===== config.mk =====
export PLATFORM = sky130hd
export DESIGN_NAME = mp2_outq
export DESIGN_NICKNAME = d
export VERILOG_FILES = /design/src/sv/mp2_outq.sv
export SDC_FILE = /design/constraint.sdc
export NUM_CORES = 1
export LEC_CHECK = 0
export BUFFER_PORTS_ARGS = -buffer_cell sky130_fd_sc_hd__buf_4
export CAP_MARGIN = 5
export CORE_UTILIZATION = 51
export DETAILED_ROUTE_END_ITERATION = 7
export PLACE_DENSITY = 0.78
export SYNTH_ARGS = -nofsm -noshare
export SYNTH_HDL_FRONTEND = slang
export SYNTH_SLANG_ARGS = --single-unit

===== constraint.sdc =====
create_clock -name clk_i -period 1.8 [get_ports clk_i]
set_input_delay 0 -clock clk_i [delete_from_list [all_inputs] [get_ports clk_i]]
set_output_delay 0 -clock clk_i [all_outputs]
set_load 0.1 [all_outputs]

===== src/sv/mp2_outq.sv =====
`default_nettype none
module mp2_outq #(
  parameter int WIDTH = 25
) (
  input  wire logic             clk_i,
  input  wire logic             rst_ni,
  input  wire logic             push_i,
  input  wire logic [WIDTH-1:0] data_i,
  output logic                  ready_o,
  output logic                  valid_o,
  input  wire logic             pop_ready_i,
  output logic [WIDTH-1:0]      data_o
);

  logic [WIDTH-1:0] ent_q [2];
  logic             wr_ptr_q, wr_ptr_d;
  logic             rd_ptr_q, rd_ptr_d;
  logic [1:0]       cnt_q, cnt_d;
  logic             pop;

  assign valid_o = cnt_q != 2'd0;
  assign ready_o = cnt_q != 2'd2;
  assign pop     = valid_o & pop_ready_i;
  assign data_o  = ent_q[rd_ptr_q];

  always_comb begin
    wr_ptr_d = wr_ptr_q ^ push_i;
    rd_ptr_d = rd_ptr_q ^ pop;
    cnt_d    = cnt_q + {1'b0, push_i} - {1'b0, pop};
  end

  always_ff @(posedge clk_i or negedge rst_ni) begin
    if (!rst_ni) begin
      wr_ptr_q <= 1'b0;
      rd_ptr_q <= 1'b0;
      cnt_q    <= 2'd0;
    end else begin
      wr_ptr_q <= wr_ptr_d;
      rd_ptr_q <= rd_ptr_d;
      cnt_q    <= cnt_d;
    end
  end

  always_ff @(posedge clk_i) begin
    if (push_i) begin
      ent_q[wr_ptr_q] <= data_i;
    end
  end

endmodule
`default_nettype wire


==> results.toml <==
[final_layout]
areaGrowthSynthToFinish_pct = 38.99
n_antenna_cell = 0
num-nets-final = 221
drive_gt1_frac = 0.4974

[detailed_routing]
drc_errors = 0
dr_total_vias = 1111
drt-initial-drc-count = 50
wl_mm = 3.605
final_antenna_net_count = 0
drt-wirelength-per-cell_um = 15.08
dr.pass1.iters = 4
via_per_inst = 4.649

[worst_hold_path]
min_path_type = "in -> async"

[logic_synthesis]
synth_flop_cell = "edfxtp_1"
ys_types = 13
synth_seq_cells = 54
async_flop_share = 0.07407
synth_area_um2 = 2115
yosysWarnings = 0
synth_common_cells = "edfxtp_1, mux2_4, mux2_2"
synth.top_cell.area_share = 0.7101
synth_cells = 96
synthMostInstantiatedCell = "edfxtp_1"
ys_seq_area_frac = 0.7574
synth_edf_count = 50
syn-num-nets = 129
postSynthAreaPerCell_um2 = 22.03
synth_top_area_cell = "edfxtp_1"
synthTopCellsByArea = "edfxtp_1, mux2_4, dfrtp_1"

[sta]
hold_violations = 0
slew_headroom = 0.8064
report.final.slew_viol_count = 0
finalSetupViolations = 0
period_needed_ps = 1574
worstMarginPinSlew_ps = 290.4
fin_crit_sh = 0.8744
rsz0062_at_grt = "no"
skew_ps = 7.927
fmax_mhz = 635.4
fin_hold_ws_ps = 23.80
setup_tns_ps = 0

[clock_tree]
path_clk_slew_ps = 90
cts_max_level = 2
cts_tree = "yes"
clock_latency_ps = 300
cts_buffers = 5
cts_buffer_depth = 2
root_buffer = "clkbuf_8"
clock-sinks = 54

[global_route]
track_usage = 0.1741
grt_overflow = 0
antenna_found_initial = 0
grt_max_degree = 18
grt_pass1_vias = 1190
grt_pass1_wl_mm = 5.361

[worst_setup_path]
end_kind = "primary output"
crit_required_ps = 1800
crit_path_max_fanout = 17
worst-endpoint-arrival_ps = 1570
reg2reg_depth = 6
worstSetupPathType = "reg -> out"
startpoint_type = "register"
rrSetupSlack_ps = 270

[place]
globalplace.congestion = 0.5885
numPortBuffers = 55
hpwl_mm = 2.262

[die]
fp.dieW_um = 66.39
initial_utilization = 0.5286
die-height_um = 66.39
core_um2 = 4000
num_rows = 23
pin_count = 56
die_area_um2 = 4408

[job]
cap_violations = 0

[status]
outcome = "finished, final reports clean"
## layout make-up
type / count / area, um2
clock buffers: 5 / 68.82
repair buffers: 88 / 728.2
flip-flops and latches: 54 / 1602
clock inverters: 3 / 16.27
fillers: 251 / 1061
multi-input cells: 35 / 446.7
inverters: 4 / 15.01
well taps: 50 / 62.56
## metrics by stage
step	area, um2	util	worst slack, ps	instances
finish	2939	0.7348	226.1	239
global route	2939	0.7348	164.2	239
CTS	2939	0.7348	209.6	239
detailed placement	2584	0.6459	305.0	204
global placement	2584	0.6459	355.8	204
floorplan	2115	-	336.3	96
## logic make-up (layout without fill, tap and decap cells)
logic type | Yosys count | count (layout) | synth area share
compound gates | 1 | 1 | 0.003552
xor+xnor | 3 | 3 | 0.01243
fa+ha+maj | 4 | 4 | 0.02367
buf+inv | 7 | 100 | 0.03136
flops | 54 | 54 | 0.7574
mux | 25 | 25 | 0.1669
simple gates | 2 | 2 | 0.004734
## per-layer routing
metal / part of all wire / global-route usage
met1: 0.41 / 0.1948
met2: 0.54 / 0.3227
met3: 0.050 / 0.05172
met4: 0 / 0.03989
met5: 0 / 0
## critical path, cell delays in order (launching register included)
cell and delay, ps:
dfrtp_1 350, buf_4 290, mux2_2 390, buf_4 240
## repair_timing
action | in CTS | in global routing
hold endpoints to repair | 56 | 0
hold buffers | 27 | 0
gates resized for setup | 0 | 0
buffers inserted | 0 | 0
## sequential cells by signal, summed over array words and instances, names as in the netlist
register and count:
ent_q 50, cnt_q 2, wr_ptr_q 1, rd_ptr_q 1
## cells in the final DEF (no fill, tap or decap)
master	instances
xor2_1	1
nand2_1	1
or2_2	1
edfxtp_1	50
clkinv_1	1
xnor2_1	2
buf_4	61
clkinvlp_4	1
mux2_4	19
clkbuf_8	5
inv_1	4
dfrtp_1	4
dlygate4sd3_1	27
o21a_1	1
mux2_2	6
ha_1	4
clkinv_2	1
## worst paths after layout
path | endpoint | start
min in group clk_i | rd_ptr_q$_DFF_PN0_ | pop_ready_i
worst min register to register | cnt_q[1]$_DFF_PN0_ | cnt_q[1]$_DFF_PN0_
worst max register to register | cnt_q[1]$_DFF_PN0_ | cnt_q[1]$_DFF_PN0_
worst max-delay path | data_o[2] | rd_ptr_q$_DFF_PN0_
max in group asynchronous | rd_ptr_q$_DFF_PN0_ | rst_ni
worst min-delay path | cnt_q[1]$_DFF_PN0_ | rst_ni
Power is left out: the tool's default activity adds up to more than one toggle a clock period on the data nets, which glitch-free logic cannot reach.
