**src/sv/mp2_pkg.sv**
```systemverilog
`default_nettype none
package mp2_pkg;

  localparam int CFG_BITS = 11;
  localparam int MIN_SIZE = 2;
  localparam int MASK_BITS = 2;

  typedef enum logic [MASK_BITS-1:0] {
    CODE_ZERO    = 2'd0,
    CODE_QUARTER = 2'd1,
    CODE_ONE     = 2'd2
  } mask_code_e;

  typedef enum logic {
    REG_PLANE_WIDTH  = 1'b0,
    REG_PLANE_HEIGHT = 1'b1
  } cfg_reg_e;

  typedef struct packed {
    mask_code_e br;
    mask_code_e bl;
    mask_code_e tr;
    mask_code_e tl;
  } mask_set_t;

  // Per-transaction controls from the counters to the line store and output.
  typedef struct packed {
    logic hold_en;
    logic wr_en;
    logic rd_en;
    logic emit;
    logic eop;
  } step_t;

  // Column counter width; at least two bits so the pair address is never empty.
  function automatic int col_bits(input int max_w);
    return (max_w > 2) ? $clog2(max_w) : 2;
  endfunction

endpackage
`default_nettype wire

```
**src/sv/mp2_win.sv**
```systemverilog
`default_nettype none
module mp2_win import mp2_pkg::*; #(
  parameter int VALUE_BITS = 16
) (
  input  wire logic signed [VALUE_BITS-1:0] tl_i,
  input  wire logic signed [VALUE_BITS-1:0] tr_i,
  input  wire logic signed [VALUE_BITS-1:0] bl_i,
  input  wire logic signed [VALUE_BITS-1:0] br_i,
  output logic signed [VALUE_BITS-1:0]      max_o,
  output mask_set_t                         mask_o
);

  logic [1:0]                   best;
  logic signed [VALUE_BITS-1:0] best_v;
  logic                         all_eq;

  // Strict compares keep the first maximum in scan order.
  always_comb begin
    best   = 2'd0;
    best_v = tl_i;
    if (tr_i > best_v) begin
      best   = 2'd1;
      best_v = tr_i;
    end
    if (bl_i > best_v) begin
      best   = 2'd2;
      best_v = bl_i;
    end
    if (br_i > best_v) begin
      best   = 2'd3;
      best_v = br_i;
    end
  end

  assign all_eq = (tl_i == tr_i) && (tl_i == bl_i) && (tl_i == br_i);
  assign max_o  = best_v;

  always_comb begin
    if (all_eq) begin
      mask_o = '{br: CODE_QUARTER, bl: CODE_QUARTER, tr: CODE_QUARTER, tl: CODE_QUARTER};
    end else begin
      mask_o.tl = (best == 2'd0) ? CODE_ONE : CODE_ZERO;
      mask_o.tr = (best == 2'd1) ? CODE_ONE : CODE_ZERO;
      mask_o.bl = (best == 2'd2) ? CODE_ONE : CODE_ZERO;
      mask_o.br = (best == 2'd3) ? CODE_ONE : CODE_ZERO;
    end
  end

endmodule
`default_nettype wire

```
**config.mk**
```make
export PLATFORM = sky130hd
export DESIGN_NAME = mp2_win
export DESIGN_NICKNAME = d
export VERILOG_FILES = /design/src/sv/mp2_pkg.sv /design/src/sv/mp2_win.sv
export SDC_FILE = /design/constraint.sdc
export NUM_CORES = 1
export LEC_CHECK = 0
export BUFFER_PORTS_ARGS = -buffer_cell sky130_fd_sc_hd__clkbuf_2
export CORE_ASPECT_RATIO = 1.2
export CORE_MARGIN = 2
export CORE_UTILIZATION = 40
export DETAILED_ROUTE_END_ITERATION = 7
export GPL_TIMING_DRIVEN = 0
export PLACE_DENSITY = 0.65
export SYNTH_ARGS = -nofsm -noshare
export SYNTH_HDL_FRONTEND = slang
export SYNTH_SLANG_ARGS = --single-unit
```
**constraint.sdc**
```tcl
create_clock -name vclk -period 20.4
set_input_delay 1.02 -clock vclk [all_inputs]
set_output_delay 1.02 -clock vclk [all_outputs]
set_load 0.02 [all_outputs]
```
==> metrics.md <==
| Metric | Value |
|---|---|
| Post-synthesis instance total | 354 |
| Final slew viol count | 0 |
| Cts-stage hold buffer count | 0 |
| Largest fanout of any net on the critical path | 10 |
| # diodes | 0 |
| Leakage dissipation | 1.560 nW |
| Setup TNS | 0 ns |
| GR Util met3 | 0.4484% |
| Avg Vias per Cell | 5.706 |
| Worst Max-Slew Pin Slew | 0.4959 ns |
| Final period utilization | 48.03% |
| GR Layer Usage met2 | 41.52% |
| Achievable clock frequency | 102.1 MHz |
| Mean instance size in the synthesized netlist | 6.935 um2 |
| Clock buffer instance count of the final layout | 0 |
| DIE AREA | 6782 um2 |
| Leading area contributor after synthesis | sky130_fd_sc_hd__ha_1 |
| Rel. slew slack | around two thirds |
| Total number of sequential cells | 0 |
| Multi-input combinational cell area | between 2000 and 2500 um2 |
| Share of cells above drive strength 1 | 26.47% |
| Number of maximum-capacitance constraint violations | 0 |
| Detail-routed net length per standard cell | 15.68 um |
| Min Tclk post-route | ~9.8 ns |
| Sequential element share of the synthesized area | 0% |
| Ports placed on the boundary | 88 |
| Total global routing overflow | 0 |
| Area share of the leading cell type in the synthesized netlist | 23.45% |
| Vertical extent of the die | 89.82 um |
| Sum of routed wire length over all layers | between 8000 and 9000 um |
| Setup Fix Bufs, Post-CTS | 0 |
| Rows | 31 |
| Peak-usage layer in the global routing report | met2 |
| Starting density of the core | between 40% and 50% |
| Drt initial violations | 80 |
| Cell with the most instances after synthesis | sky130_fd_sc_hd__ha_1 |
| Number of nets in the synthesized netlist | between 400 and 500 |
| Unrepaired setup endpoints after global routing | no |
| DIE WIDTH | around 76 um |
| Slowest cell delay on critical path | 0.45 ns |
| Finished Layout Cells | 524 |
| Layout filler cell count | 667 |
| Required time of the worst setup path | roughly 19 ns |
| DRT Pass-1 Iters | 4 |
| Tot GR Track Use | 23.81% |
| Arr. time, crit path | 8.78 ns |
| Slowest stage cell on the critical path | sky130_fd_sc_hd__ha_1 |
| Power density over cell area | 62.63 nW/um2 |
| Vias in the first global route | 2802 |
| Core outline area | 5973 um2 |
| Critical path endpoint category | primary output |
| Final Hold Vio Count | 0 |
| Number of synthesis warnings | 0 |
| Startpoint types | primary input |
| Class of the worst hold path | primary input to primary output |
| Endpoints failing setup | 0 |
| Vias | 2990 |
| Highest ir drop seen on vdd | ~26 uV |
| Port Buf Inserts | 88 |
| Total placed cells including tap cells | between 500 and 600 |
| Signed area change from the synthesized netlist to the final layout | 22.12% |
| Sequential cell area | 0 um2 |
| Met1 global-route usage | 32.61% |
| Antenna Nets Post-Route | 0 |
| Synthesized area | 2455 um2 |
| Status | finished clean |
| Final-stage net count | 554 |
| CTS resizes | 0 |
| First-pass GRT wire length | between 10000 and 15000 um |
| Commonest cells post-synth | sky130_fd_sc_hd__ha_1, sky130_fd_sc_hd__inv_1, sky130_fd_sc_hd__nand4_1 |
| Cell variety after synth | 51 |
| GPL Wtd Cong | a little under 0.9 |
| Antenna violations before repair | 0 |
| Placed wire-length estimate after detailed placement | 7324 um |
| CP Class | primary input to primary output |
| Residual DRC count | 0 |
| Biggest area contributors in the synthesized netlist | sky130_fd_sc_hd__ha_1, sky130_fd_sc_hd__nand4_1, sky130_fd_sc_hd__inv_1 |
| Largest net degree at the start of global routing | 11 |
| Cell occurring most often along the worst timing path | sky130_fd_sc_hd__o21a_1 |
## per-stage QoR
stage	utilization, %	worst slack [ns]	hold slack [ns]	area [um2]	power (W)
finish	50.19	10.60	2.452	2998	0.0001877
CTS	50.19	10.67	2.447	2998	0.0001874
global placement	50.19	10.73	2.441	2998	0.0001835
detailed placement	50.19	10.68	2.443	2998	0.0001864
floorplan	-	11.66	2.213	2455	0.0001313
global route	50.19	10.03	2.469	2998	0.0002070
## worst paths after layout
kind              cells after the start  startpoint   endpoint  slack (ns)
setup / recovery                     35    tl_i[15]   max_o[8]       10.60
hold / removal                        4    br_i[13]  max_o[13]        2.45
## cell usage in the layout, fill, tap and decap left out, types with 2 or more instances in the layout
cell type,netlist,final
sky130_fd_sc_hd__nand2b_1,2,2
sky130_fd_sc_hd__o31ai_1,14,14
sky130_fd_sc_hd__a21oi_1,23,23
sky130_fd_sc_hd__nor3b_1,15,15
sky130_fd_sc_hd__a211o_1,2,2
sky130_fd_sc_hd__o21a_1,4,4
sky130_fd_sc_hd__o22ai_1,8,8
sky130_fd_sc_hd__ha_1,46,46
sky130_fd_sc_hd__or2_1,14,14
sky130_fd_sc_hd__inv_1,39,39
sky130_fd_sc_hd__nor4_1,4,4
sky130_fd_sc_hd__and3_1,20,20
sky130_fd_sc_hd__nand2_1,20,20
sky130_fd_sc_hd__a21o_1,7,7
sky130_fd_sc_hd__buf_2,5,5
sky130_fd_sc_hd__clkbuf_1,8,8
sky130_fd_sc_hd__clkbuf_2,0,88
sky130_fd_sc_hd__nor2b_1,6,6
sky130_fd_sc_hd__nor2_1,14,14
sky130_fd_sc_hd__and2_4,2,2
sky130_fd_sc_hd__nand4_1,25,25
sky130_fd_sc_hd__and4_1,2,2
sky130_fd_sc_hd__o21ai_0,23,23
sky130_fd_sc_hd__nor3_1,19,19
sky130_fd_sc_hd__buf_4,5,5
## worst max-delay path, delay by kind of cell
family,cells,cell delay [ns]
AO/OA/AOI/OAI,16,3.48
adder cells (fa/ha/maj),3,0.96
buffers and inverters,8,1.60
AND/OR/NAND/NOR,8,1.69
## logic make-up after synthesis
group                    Yosys count  share of synthesized area, %
buffers and inverters             58                         10.19
adder cells (fa/ha/maj)           46                         23.45
AO/OA/AOI/OAI                     98                         28.95
multiplexers                       2                        0.8664
AND/OR/NAND/NOR                  149                         36.19
XOR/XNOR                           1                        0.3568
## layout make-up
| type | count | area share (%) |
|---|---|---|
| timing repair buffer | 88 | 14.69 |
| tap | 82 | 3.422 |
| multi-input combinational | 296 | 73.54 |
| buffer | 19 | 3.464 |
| inverter | 39 | 4.883 |
## routing by layer
metal | part of all wire (%) | vias to the layer above
li1 | - | 1512
met1 | 44 | 1379
met2 | 50 | 86
met3 | 4.9 | 13
met4 | 1.4 | 0
met5 | 0 | -
## power by group
group / internal [W] / total (W) / switching [W]
clock: 0 / 0 / 0
combinational: 0.0000728 / 0.000188 / 0.000115
sequential: 0 / 0 / 0
total: 0.0000728 / 0.000188 / 0.000115
No activity file was read; power rests on OpenSTA's default activity.
