===== src/sv/mp2_pkg.sv =====
`default_nettype none
package mp2_pkg;

  localparam int CFG_BITS = 11;
  localparam int MIN_SIZE = 2;
  localparam int MASK_BITS = 2;

  typedef enum logic [MASK_BITS-1:0] {
    CODE_ZERO    = 2'd0,
    CODE_QUARTER = 2'd1,
    CODE_ONE     = 2'd2
  } mask_code_e;

  typedef enum logic {
    REG_PLANE_WIDTH  = 1'b0,
    REG_PLANE_HEIGHT = 1'b1
  } cfg_reg_e;

  typedef struct packed {
    mask_code_e br;
    mask_code_e bl;
    mask_code_e tr;
    mask_code_e tl;
  } mask_set_t;

  // Per-transaction controls from the counters to the line store and output.
  typedef struct packed {
    logic hold_en;
    logic wr_en;
    logic rd_en;
    logic emit;
    logic eop;
  } step_t;

  // Column counter width; at least two bits so the pair address is never empty.
  function automatic int col_bits(input int max_w);
    return (max_w > 2) ? $clog2(max_w) : 2;
  endfunction

endpackage
`default_nettype wire


===== src/sv/mp2_ctrl.sv =====
`default_nettype none
module mp2_ctrl import mp2_pkg::*; #(
  parameter int MAX_WIDTH  = 1024,
  parameter int MAX_HEIGHT = 1024,
  localparam int CW = col_bits(MAX_WIDTH),
  localparam int AW = CW - 1
) (
  input  wire logic                clk_i,
  input  wire logic                rst_ni,
  input  wire logic                cfg_we_i,
  input  wire cfg_reg_e            cfg_addr_i,
  input  wire logic [CFG_BITS-1:0] cfg_data_i,
  input  wire logic                accept_i,
  output step_t                    step_o,
  output logic [AW-1:0]            addr_o
);

  localparam int WW  = $clog2(MAX_WIDTH + 1);
  localparam int HW  = $clog2(MAX_HEIGHT + 1);
  localparam int RW  = $clog2(MAX_HEIGHT);
  localparam int LWW = (WW > CFG_BITS) ? WW : CFG_BITS;
  localparam int LHW = (HW > CFG_BITS) ? HW : CFG_BITS;

  logic [WW-1:0] width_q, width_d;
  logic [HW-1:0] height_q, height_d;
  logic [CW-1:0] col_q, col_d;
  logic [RW-1:0] row_q, row_d;

  logic [LWW-1:0] cfg_w_ext;
  logic [LHW-1:0] cfg_h_ext;
  logic [WW-1:0]  width_clamp;
  logic [HW-1:0]  height_clamp;
  logic [CW:0]    col_nx;
  logic [RW:0]    row_nx;
  logic           col_wrap, row_wrap, last_win;

  // Out-of-range sizes are clamped once, at write time.
  assign cfg_w_ext = LWW'(cfg_data_i);
  assign cfg_h_ext = LHW'(cfg_data_i);

  always_comb begin
    if (cfg_w_ext < LWW'(MIN_SIZE)) begin
      width_clamp = WW'(MIN_SIZE);
    end else if (cfg_w_ext > LWW'(MAX_WIDTH)) begin
      width_clamp = WW'(MAX_WIDTH);
    end else begin
      width_clamp = WW'(cfg_w_ext);
    end
    if (cfg_h_ext < LHW'(MIN_SIZE)) begin
      height_clamp = HW'(MIN_SIZE);
    end else if (cfg_h_ext > LHW'(MAX_HEIGHT)) begin
      height_clamp = HW'(MAX_HEIGHT);
    end else begin
      height_clamp = HW'(cfg_h_ext);
    end
  end

  assign col_nx   = {1'b0, col_q} + (CW+1)'(1);
  assign row_nx   = {1'b0, row_q} + (RW+1)'(1);
  assign col_wrap = col_nx >= (CW+1)'(width_q);
  assign row_wrap = row_nx >= (RW+1)'(height_q);
  assign last_win = (col_nx == (CW+1)'({width_q[WW-1:1], 1'b0})) &&
                    (row_nx == (RW+1)'({height_q[HW-1:1], 1'b0}));

  always_comb begin
    width_d  = width_q;
    height_d = height_q;
    col_d    = col_q;
    row_d    = row_q;
    if (cfg_we_i) begin
      unique case (cfg_addr_i)
        REG_PLANE_WIDTH:  width_d  = width_clamp;
        REG_PLANE_HEIGHT: height_d = height_clamp;
        default:          width_d  = width_q;
      endcase
      col_d = '0;
      row_d = '0;
    end else if (accept_i) begin
      if (col_wrap) begin
        col_d = '0;
        row_d = row_wrap ? '0 : RW'(row_nx);
      end else begin
        col_d = CW'(col_nx);
      end
    end
  end

  always_ff @(posedge clk_i or negedge rst_ni) begin
    if (!rst_ni) begin
      width_q  <= WW'(MIN_SIZE);
      height_q <= HW'(MIN_SIZE);
      col_q    <= '0;
      row_q    <= '0;
    end else begin
      width_q  <= width_d;
      height_q <= height_d;
      col_q    <= col_d;
      row_q    <= row_d;
    end
  end

  // Even rows fill the line store in pairs; odd rows read a pair at the even
  // column and close the window at the odd column.
  assign step_o.hold_en = accept_i & ~col_q[0];
  assign step_o.wr_en   = accept_i & ~row_q[0] & col_q[0];
  assign step_o.rd_en   = accept_i & row_q[0] & ~col_q[0];
  assign step_o.emit    = accept_i & row_q[0] & col_q[0];
  assign step_o.eop     = last_win;
  assign addr_o         = col_q[CW-1:1];

endmodule
`default_nettype wire


===== config.mk =====
export PLATFORM = sky130hd
export DESIGN_NAME = mp2_ctrl
export DESIGN_NICKNAME = d
export VERILOG_FILES = /design/src/sv/mp2_pkg.sv /design/src/sv/mp2_ctrl.sv
export SDC_FILE = /design/constraint.sdc
export NUM_CORES = 1
export LEC_CHECK = 0
export ABC_AREA = 1
export BUFFER_PORTS_ARGS = -buffer_cell sky130_fd_sc_hd__buf_4
export CORE_ASPECT_RATIO = 1.1
export CORE_MARGIN = 4
export CORE_UTILIZATION = 45
export DETAILED_ROUTE_END_ITERATION = 16
export PLACE_DENSITY = 0.63
export SYNTH_ARGS = -nofsm -noshare
export SYNTH_HDL_FRONTEND = slang
export SYNTH_SLANG_ARGS = --single-unit
export TNS_END_PERCENT = 5

===== constraint.sdc =====
create_clock -name clk_i -period 3.9 [get_ports clk_i]
set_input_delay 0.39 -clock clk_i [delete_from_list [all_inputs] [get_ports clk_i]]
set_output_delay 0.39 -clock clk_i [all_outputs]
set_load 0.03 [all_outputs]

==> flow_results.org <==
** Clock tree
- The clock passes through at most 2 buffers.
- TritonCTS built the clock tree.
- Cts repair resizes :: 0
- Setup bufs post-CTS :: 0
- Number of buffers inserted for hold repair after clock tree synthesis :: 0
- Inserted Clock Buffers :: 5
- Number of levels the H-tree was split into :: 2
- The cell sitting at the root of the clock tree is a sky130_fd_sc_hd__clkbuf_8.
- Latest clock arrival within the worst-skew pair :: about 0.30 ns
- Sinks on Clock Net :: between 40 and 50
- After clock tree synthesis, the clock-pin slew on the worst setup and hold paths is approximately 0.08 ns.

** Worst setup path
- Critical Path RT :: 3.51 ns
- The critical path runs through a total of 11 cells.
- The most numerous cell type found on the critical path is sky130_fd_sc_hd__nand3_1.
- The slowest stage of the critical path is the sky130_fd_sc_hd__dfrtp_1 cell.
- In this run the register-to-register setup slack is roughly 1.1 ns.
- Endpoint of the lowest-slack register-to-register path :: row_q[6]
- Reg2reg path depth :: 13
- Signal arrival time at the worst endpoint :: 2.97 ns
- Type of destination of the critical path :: primary output
- Reg-to-reg startpoint :: row_q[0]
- Together, buffers and inverters on the worst path number 2.
- On the worst path, the slowest cell contributes a delay of 0.52 ns.
- Kind of cell with the highest combined delay on the critical path :: simple AND/OR/NAND/NOR gates
- Sort of element at the start of the critical path :: flip-flop
- Cells traversed along the worst timing path :: ha_1, nand3_1, nor2_1, nand3_1, xor2_1, inv_1, ha_1, nand3_1, nor2_1, nor4b_1, buf_4
- In this run the worst path has a maximum fanout of 10.
- Critical Setup Path Class :: reg -> out

** Place
- Routability-driven placement finished with a final weighted congestion of around 0.87.
- The number of placed instances, taps included, is slightly below 500.
- Number of buffers added on ports :: 29
- Post-detailed-placement half-perimeter wirelength :: a little over 5000 microns

** Yosys
- When the netlist entered floorplanning its net count stood at 438.
- Mapped Avg Cell Area :: approximately 7.3 sq um
- Count of state elements after synthesis :: 42
- Total of warnings raised by yosys :: 0
- Gate count after technology mapping :: a little under 400
- The synthesized netlist occupies a cell area of 0.00292 sq mm.
- Sequential cells were found to cover 36.1% of the synthesized design area.
- Count of distinct cell types in the synthesized netlist :: 31

** Floorplan
- Site row count :: 30
- The floorplan step defined a die boundary enclosing 0.00784 sq mm.
- Die W :: 84.8 microns
- The region available for standard cell placement spans between 0.006 and 0.007 sq mm.
- IO Pins :: 30
- Starting utilization of the core area :: a little under half
- The die is 92.5 microns tall.

** Pwr
- Fraction of power consumed by sequential logic :: a little over two fifths
- For this design the ratio of total power to cell area is ~360 mW/mm^2.
- The completed layout was analyzed and its total power is 1.18 mW.
- Total net switching power :: about 380 uW
- Clock power frac :: between 20% and 30%
- Maximum vdd ir drop :: 0.000146 V
- Switching power share of the total :: 32.2%
- Combinational fraction of design power :: 27.1%
- Pint :: between 700 and 800 uW
- The analysis attributes to cell leakage a power of roughly 1.7 nW.

** Detailed routing
- Drt wl/cell :: roughly 13 microns
- Routed Wire Length :: roughly 6400 microns
- The routed layout has roughly 2400 vias.
- The pre-antenna-repair detailed-routing pass consisted of 4 iterations.
- After detailed routing, the number of remaining DRC violations is 0.
- In the routed layout, each cell is associated on average with a via count of 4.92.
- Once detail routing completed, the nets flagged for antenna violations numbered 0.
- After the first detailed-routing iteration, the DRC count stood at 109.

** Finish
- N_diodes :: 0
- Share of layout cells above drive strength 1 :: between 10 and 15%
- Share of the core filled with cells :: about 52%
- Number of cells in the finished layout apart from fillers :: approximately 500
- The area growth from synthesis to layout is 11.0%.
- Total Nets Final :: between 400 and 500

** STA
- RSZ-0062 raised after global routing :: false
- Slew at the pin closest to its max-slew limit :: ~0.54 ns
- Highest clock rate :: 0.298 GHz
- Final-report max-slew violation count :: 0
- The worst path uses 86.1% of the clock period.
- Across the routed clock network, the largest skew measured is 0.00463 ns.
- After routing, the total negative slack on setup checks comes to 0 ns.
- Setup violators final :: 0
- Final hold viol count :: 0
- In this run the tightest slew margin relative to its limit is between 60 and 70%.
- Post-layout min period :: 3.36 ns

** GRT
- Antenna violations before repair :: 0
- The total overflow left after global routing is 0.
- First-pass GRT wire length :: between 10000 and 15000 microns
- Largest net degree at the start of global routing :: 43
- Vias in the first global route :: between 2000 and 2500
- All-layer global routing usage :: 17.8%

** Outcome
- Run status :: complete, no violations

** Min path
- The worst hold path belongs to the class in -> async.

** Run
- Max-cap violations in this run came to 0.
## layer usage
metal / wire, microns / up-vias / global-route usage, % / part of all wire, %
met4: 78 / 0 / 5.54 / 1.2
met5: 0 / - / 0 / 0
met3: 140 / 7 / 3.47 / 2.2
li1: - / 1287 / - / -
met1: 2840 / 1138 / 21.5 / 44
met2: 3370 / 17 / 31.7 / 52
## how the worst max path moves through the flow
stage	from	endpoint	slack (ns)
after floorplan	col_q[0]	step_o[0]	1.36
after global placement	col_q[0]	step_o[0]	1.01
after detailed placement	row_q[0]	step_o[0]	0.85
after CTS	row_q[0]	step_o[0]	0.51
after global routing	row_q[0]	step_o[0]	0.20
final	row_q[0]	step_o[0]	0.54
## cells in the final DEF, fill, tap and decap left out, types with 5 or more instances in the layout
| master | instances |
|---|---|
| sky130_fd_sc_hd__a21oi_1 | 5 |
| sky130_fd_sc_hd__buf_4 | 30 |
| sky130_fd_sc_hd__clkbuf_8 | 6 |
| sky130_fd_sc_hd__dfrtp_1 | 40 |
| sky130_fd_sc_hd__ha_1 | 24 |
| sky130_fd_sc_hd__inv_1 | 66 |
| sky130_fd_sc_hd__nand2_1 | 96 |
| sky130_fd_sc_hd__nand3_1 | 43 |
| sky130_fd_sc_hd__nand4_1 | 5 |
| sky130_fd_sc_hd__nor2_1 | 36 |
| sky130_fd_sc_hd__nor3_1 | 6 |
| sky130_fd_sc_hd__o21ai_0 | 13 |
| sky130_fd_sc_hd__o21ai_1 | 10 |
| sky130_fd_sc_hd__o21ai_2 | 8 |
| sky130_fd_sc_hd__xor2_1 | 9 |
## metrics by stage
| step | worst slack, ns | instance area [sq um] | hold WS, ns |
|---|---|---|---|
| after floorplan | 1.36 | 2920 | 0.0944 |
| after global placement | 1.01 | 3130 | 0.413 |
| after detailed placement | 0.853 | 3130 | 0.418 |
| after CTS | 0.513 | 3240 | 0.0902 |
| after global routing | 0.198 | 3240 | 0.112 |
| final | 0.542 | 3240 | 0.0672 |
## layout make-up
cell class              instances  area, sq um
inverters                      68          255
flip-flops and latches         42         1050
fillers                       644         2990
clock buffers                   6         82.6
repair buffers                 30          225
clock inverters                 1         30.0
well taps                      80          100
multi-input cells             271         1490
## flip-flops by register name, summed over array words and instances (netlist names)
signal and cells:
width_q 11, row_q 10, col_q 10, height_q 11
## cells in the mapped netlist (all sizes together)
| master | number | area share (%) |
|---|---|---|
| o21ai | 32 | 6.9 |
| nand2 | 98 | 13 |
| xor2 | 9 | 2.7 |
| a21oi | 5 | 0.86 |
| nor3 | 6 | 1.0 |
| dfrtp | 40 | 34 |
| buf | 14 | 3.6 |
| nor4 | 1 | 0.21 |
| or2 | 1 | 0.21 |
| inv | 68 | 8.7 |
| nor4b | 1 | 0.30 |
| nand3 | 43 | 7.4 |
| clkbuf | 3 | 0.43 |
| nor3b | 1 | 0.26 |
| o21bai | 1 | 0.26 |
| nor2 | 42 | 6.4 |
| dfstp | 2 | 1.8 |
| ha | 24 | 10 |
| nand4 | 5 | 1.1 |
| o22ai | 1 | 0.21 |
| nand3b | 1 | 0.26 |
## worst register-to-register path, delay by kind of cell (launching register included)
kind,cells,cell delay [ns]
flops,1,0.52
simple gates,11,1.68
fa+ha+maj,2,0.54
## kinds of logic (layout without fill, tap and decap cells)
group | after synthesis | count (layout) | synth area share (%)
XOR/XNOR | 9 | 9 | 2.70
AO/OA/AOI/OAI | 39 | 39 | 8.23
AND/OR/NAND/NOR | 199 | 199 | 29.9
adder cells (fa/ha/maj) | 24 | 24 | 10.3
buffers and inverters | 85 | 105 | 12.7
flip-flops | 42 | 42 | 36.1
## power by group through the flow
stage               Sequential (mW)  Combinational [mW]  Clock, mW
floorplan                     0.503               0.244          0
global placement              0.515               0.317          0
detailed placement            0.516               0.319          0
CTS                           0.508               0.324      0.361
global route                  0.513               0.367      0.381
finish                        0.508               0.319      0.351
Power figures use the tool's default switching activity.
